==> config.mk <==
export PLATFORM = sky130hd
export DESIGN_NAME = akvt_cell
export DESIGN_NICKNAME = d
export VERILOG_FILES = /design/src/akvt_pkg.sv /design/src/akvt_cell.sv
export SDC_FILE = /design/constraint.sdc
export NUM_CORES = 1
export LEC_CHECK = 0
export BUFFER_PORTS_ARGS = -buffer_cell sky130_fd_sc_hd__buf_4
export CAP_MARGIN = 25
export CORE_MARGIN = 2
export CORE_UTILIZATION = 41
export DETAILED_ROUTE_END_ITERATION = 8
export PLACE_DENSITY = 0.76
export SLEW_MARGIN = 20
export SYNTH_ARGS = -nofsm -noshare
export SYNTH_HDL_FRONTEND = slang
export SYNTH_SLANG_ARGS = --single-unit
==> constraint.sdc <==
create_clock -name i_clk -period 6.9 [get_ports i_clk]
set_input_delay 0.69 -clock i_clk [delete_from_list [all_inputs] [get_ports i_clk]]
set_output_delay 0.69 -clock i_clk [all_outputs]
set_load 0.05 [all_outputs]
==> src/akvt_pkg.sv <==
// Package for the associative key/value table: sizes, operation and status
// codes, and the structs passed between the top level and the slot cells.
// No dependencies.
package akvt_pkg;

    // Table geometry
    localparam int ENTRIES     = 64;
    localparam int KEY_W       = 64;
    localparam int VALUE_W     = 64;
    localparam int COUNT_W     = $clog2(ENTRIES + 1);

    // Fixed field widths on the streams
    localparam int OP_W        = 2;
    localparam int IN_KEY_W    = 64;
    localparam int IN_VALUE_W  = 64;
    localparam int STATUS_W    = 2;
    localparam int OUT_COUNT_W = 7;
    localparam int IN_DATA_W   = 136;
    localparam int OUT_DATA_W  = 80;

    // Request operation codes; the unused code acts as a lookup
    typedef enum logic [OP_W-1:0] {
        OP_LOOKUP = 2'd0,
        OP_ASSIGN = 2'd1,
        OP_DELETE = 2'd2
    } t_op;

    // Result status codes
    typedef enum logic [STATUS_W-1:0] {
        ST_OK      = 2'd0,
        ST_MISSING = 2'd1,
        ST_FULL    = 2'd2
    } t_status;

    // Commands broadcast to every cell during the update cycle
    typedef struct packed {
        logic ins;   // insert into the lowest free cell
        logic upd;   // overwrite the value in the matching cell
        logic del;   // free the matching cell
    } t_cell_ctl;

    // Data handed from each cell to its upper neighbor
    typedef struct packed {
        logic               free_seen;  // a free cell sits at or below here
        logic               hit_seen;   // a matching cell sits at or below here
        logic [VALUE_W-1:0] rd_value;   // value of the matching cell, else 0
    } t_chain;

    // Per-cell status exported to the top level
    typedef struct packed {
        logic valid;
        logic match;
    } t_cell_stat;

endpackage

==> src/akvt_cell.sv <==
// One slot cell of the key/value table: holds a valid bit, key and value,
// compares against the broadcast key and extends the neighbor chain.
// Depends on akvt_pkg.
module akvt_cell (
    input  logic                        i_clk,
    input  logic                        i_rst_n,
    input  logic [akvt_pkg::KEY_W-1:0]   i_key,
    input  logic [akvt_pkg::VALUE_W-1:0] i_value,
    input  akvt_pkg::t_cell_ctl         i_ctl,
    input  akvt_pkg::t_chain            i_chain,
    output akvt_pkg::t_chain            o_chain,
    output akvt_pkg::t_cell_stat        o_stat
);

    logic                        r_valid;
    logic                        r_match;
    logic [akvt_pkg::KEY_W-1:0]   r_key;
    logic [akvt_pkg::VALUE_W-1:0] r_value;
    logic                        w_grant;

    // This cell is the lowest free one
    assign w_grant = !r_valid && !i_chain.free_seen;

    // Chain toward the upper neighbor
    always_comb begin
        o_chain.free_seen = i_chain.free_seen || !r_valid;
        o_chain.hit_seen  = i_chain.hit_seen || r_match;
        o_chain.rd_value  = i_chain.rd_value | (r_match ? r_value : '0);
    end

    assign o_stat.valid = r_valid;
    assign o_stat.match = r_match;

    // Valid bit and registered compare
    always_ff @(posedge i_clk) begin
        if (!i_rst_n) begin
            r_valid <= 1'b0;
            r_match <= 1'b0;
        end else begin
            if (i_ctl.ins && w_grant) begin
                r_valid <= 1'b1;
            end else if (i_ctl.del && r_match) begin
                r_valid <= 1'b0;
            end
            r_match <= r_valid && (r_key == i_key);
        end
    end

    // Key and value storage
    always_ff @(posedge i_clk) begin
        if (i_ctl.ins && w_grant) begin
            r_key   <= i_key;
            r_value <= i_value;
        end else if (i_ctl.upd && r_match) begin
            r_value <= i_value;
        end
    end

endmodule

Yosys cells after proc, flatten, opt, wreduce, memory -nomap -nowiden
Cells that the tools add are included.

Output and inout bits: 68. Word-level logic and storage cells: 22. Bits of input ports: 199. Bits in registers: 130.

Reductions and logical operators: 11. Mux-type cells: 5. Eq/ne operators: 1. Bitwise operators: 1.

Operator list (count): 64-bit 2-to-1 mux (3); 64-bit == test (1); 64-bit OR (1); 1-bit logical AND (5); 2-bit nonzero test (2); 1-bit zero test (2); 1-bit logical OR (2); 1-bit 2-to-1 mux (2).

Depth between registers and ports, before layout
Depth after elaboration: 4. Gate-level depth with buffers: 5. Depth with buffers taken out: 5.

Worst setup path before layout
OpenSTA, ideal clock, no wires.

Path kind: input to register. Start point: input port i_chain[65] (netlist bit). End point: register r_value[0] (netlist bit), enable pin. Stages: 2. Path buffers: 0. Arrival time: 6.882 ns. Setup time: 0.420 ns. Data required time: 6.480 ns. Setup slack: -0.402 ns. Cell sequence: nor3b_1 -> a21o_1.

Cells in the longest elaborated chain, start to end: 4.

Ends and longest elaborated chain: start, declared (RTL line akvt_cell.sv:10) `input akvt_pkg::t_chain i_chain,`; 1-bit zero test (RTL line akvt_cell.sv:22) `assign w_grant = !r_valid && !i_chain.free_seen;`; 1-bit logical AND (RTL line akvt_cell.sv:22); 1-bit logical AND (RTL line akvt_cell.sv:51) `if (i_ctl.ins && w_grant) begin`; 2-bit nonzero test (no line); end signal, assigned (RTL line akvt_cell.sv:53) `r_value <= i_value;`; end signal, assigned (RTL line akvt_cell.sv:55) `r_value <= i_value;`; end, declared (RTL line akvt_cell.sv:18) `logic [akvt_pkg::VALUE_W-1:0] r_value;`.

Every way passes these cells. A chain may end at the register's enable or synchronous reset.

==> results by group <==
Global route
  • Met2 usage in global routing: 0.353
  • Total grt overflow: 0
  • Largest net degree at the start of global routing: 69
  • Initial antenna violation count: 0
  • Vias in the first global route: 3717
  • GRT Total Usage: 0.202
  • First-pass GRT wire length: 19600 um
  • GRT met1 Usage: 0.209
  • Met3 Resource Use GR: 0.0867
  • GR peak layer: met2

Routing
  • Post-route antenna net violation count: 0
  • Detail-routed via count per cell: 4.80
  • Routed vias: 3661
  • Drc violations: 0
  • Wire per inst: 18.5 um
  • Routed WL: 14100 um
  • Drt first pass iters: 4
  • Number of DRC markers in iteration 0: 229

Floorplan
  • Die Span X: 116 um
  • DIE HEIGHT: 116 um
  • FP Rows: 41
  • Core area: 0.0125 mm^2
  • Die ar.: 0.0135 mm^2
  • Starting Density: 0.415
  • # IOs: 267

Setup path
  • Slowest CP cell: dfxtp_4
  • Worst reg2reg startpoint: r_match
  • Slowest cell delay on critical path: 0.80 ns
  • Worst EP required: 6.21 ns
  • CP endpoint kind: output port
  • Worst-path fanout max: 68
  • R2R setup slack: 4.80 ns
  • End of the worst register-to-register path: r_value[47]
  • Startpoint types: flop
  • R2r worst-path depth: 2
  • Worst-path cell chain: a21o_1, buf_4
  • Arr. time, crit path: 1.72 ns
  • Setup CP Type: flop to output port

Synth
  • Mapped Cells: 300
  • Warnings, synthesis: 0
  • Synthesized Nets: 499
  • Seq/Total Area, Yosys: 0.751
  • Share of the synthesized area in the top cell type: 0.744
  • Post-synthesis cell area: 0.00517 mm^2
  • Synth Register Bits: 130
  • Syn Area/Cell: 17.2 um^2
  • Cell taking the most area after synthesis: edfxtp_1
  • Post-synthesis cell type count: 25
  • Post-synth EDFFs: 128
  • Post-synth top cells: edfxtp_1, a21o_1, xor2_1
  • Fraction of registers with async set/reset: 0
  • Synth area leaders: edfxtp_1, a21o_1, xor2_1
  • Top FF cell, synth: edfxtp_1
  • Most common cell in the synthesized netlist: edfxtp_1

Placed design
  • RePlAce Congestion: 0.854
  • # placed instances: 731
  • PortBufs: 266
  • DPL Wire Length: 10600 um
  • Placed Instance Area: 0.00737 mm^2
  • Post-Place Setup Slack: 4.76 ns

STA
  • Slew Viols, Final: 0
  • Fmax: 0.415 GHz
  • Minimum clock period: 2.41 ns
  • Max_slew headroom: 0.432
  • PnR worst setup slack: 4.49 ns
  • RSZ-0062 raised after global routing: false
  • Period utilization: 0.349
  • Final Skew: 0.00352 ns
  • Worst slew pin tran: 0.852 ns
  • Final hold violation count: 0
  • Worst hold margin: 0.454 ns
  • Final setup viols: 0
  • Setup TNS: 0 ns

Power and ir drop
  • Pleak: 3.50 nW
  • Power Total: 2.11 mW
  • P_int: 1.64 mW
  • Comb pwr share: 0.129
  • Clock power share: 0.433
  • Sw Pwr: 0.472 mW
  • VDD IR max: 199 uV
  • Power per cell area: 264 mW/mm^2
  • Sw frac: 0.224
  • Seq pwr share: 0.438

Finish
  • Final core utilization: 0.639
  • Ant diodes: 0
  • Fin cells: 763
  • Share of cells above drive strength 1: 0.509
  • Fin nets: 777
  • Area grow syn2layout: 54.2%
  • Final Cell Area: 0.00797 mm^2

Clock tree
  • Sink Count: 130
  • CTS tree: yes
  • Gates resized, CTS repair: 0
  • Cts hold-fix bufs: 0
  • Buffer depth of the longest clock path: 2
  • Clock Pin Slew Worst Setup and Hold Paths: 0.06 ns
  • H-tree levels: 4
  • Post-CTS setup buffers: 0
  • Worst skew pair latency: 0.41 ns
  • Cts bufs inserted: 17
  • Clk root buf: clkbuf_16

Flow run
  • Max-cap violations: 0

Min path
  • Worst min path class: input port to flop
  • Worst hold path depth: 1
  • Hold Crit Start: i_value[29]
  • WHS Endpoint: r_value[29]

Outcome
  • Status: complete, no violations
==> final cells by class <==
| type | count | area (um^2) |
|---|---|---|
| clock buffer | 19 | 433 |
| tap | 172 | 215 |
| inverter | 2 | 7.51 |
| sequential | 130 | 3890 |
| fill | 956 | 4500 |
| multi-input combinational | 159 | 1250 |
| timing repair buffer | 268 | 2010 |
| clock inverter | 13 | 166 |
==> layout by cell type, fill, tap and decap left out, types with 4 or more instances in the layout <==
cell and count:
xnor2_1 28, nor4_1 8, buf_4 268, clkbuf_16 17, edfxtp_1 128, nand4_1 7
bufinv_16 4, a21o_1 64, xor2_1 34, clkinv_2 4
==> cells by family after synthesis <==
family | after synthesis | share of synthesized area
DFF | 130 | 0.751
AOI/OAI and AO/OA | 70 | 0.103
xor gates and xnor gates | 62 | 0.105
and+or+nand+nor | 27 | 0.0315
buffers and inverters | 11 | 0.00944
==> critical path, delay by kind of cell (launching register included) <==
kind,cells,cell delay (ns)
AO/OA/AOI/OAI,1,0.25
flip-flops,1,0.80
buffers and inverters,1,0.21
==> power groups by stage <==
| stage | Combinational, mW | Sequential [mW] | Clock (mW) |
|---|---|---|---|
| after floorplan | 0.131 | 0.938 | 0 |
| after global placement | 0.268 | 0.938 | 0 |
| after detailed placement | 0.273 | 0.940 | 0 |
| after CTS | 0.274 | 0.923 | 0.932 |
| after global routing | 0.288 | 0.926 | 0.962 |
| final | 0.272 | 0.923 | 0.912 |
==> per-layer routing <==
metal | share of wire | up-vias
met3 | 0.11 | 25
met1 | 0.35 | 1764
met2 | 0.51 | 164
met5 | 0 | -
met4 | 0.027 | 0
li1 | - | 1708
==> worst max-delay path by stage <==
stage                     slack, ns  cells past startpoint          end   startpoint
after floorplan                1.83                      2   r_value[0]  i_chain[65]
after detailed placement       4.76                      4  r_value[59]  i_chain[65]
after global placement         4.47                      2  r_value[28]      r_match
final                          4.49                      2  o_chain[18]      r_match
after CTS                      4.46                      2  o_chain[18]      r_match
after global routing           4.39                      2  o_chain[18]      r_match
==> registers in the layout, summed over array words and instances, names as in the netlist <==
signal   cells
r_value     64
r_match      1
r_key       64
r_valid      1
(Power assumes the default switching activity.)
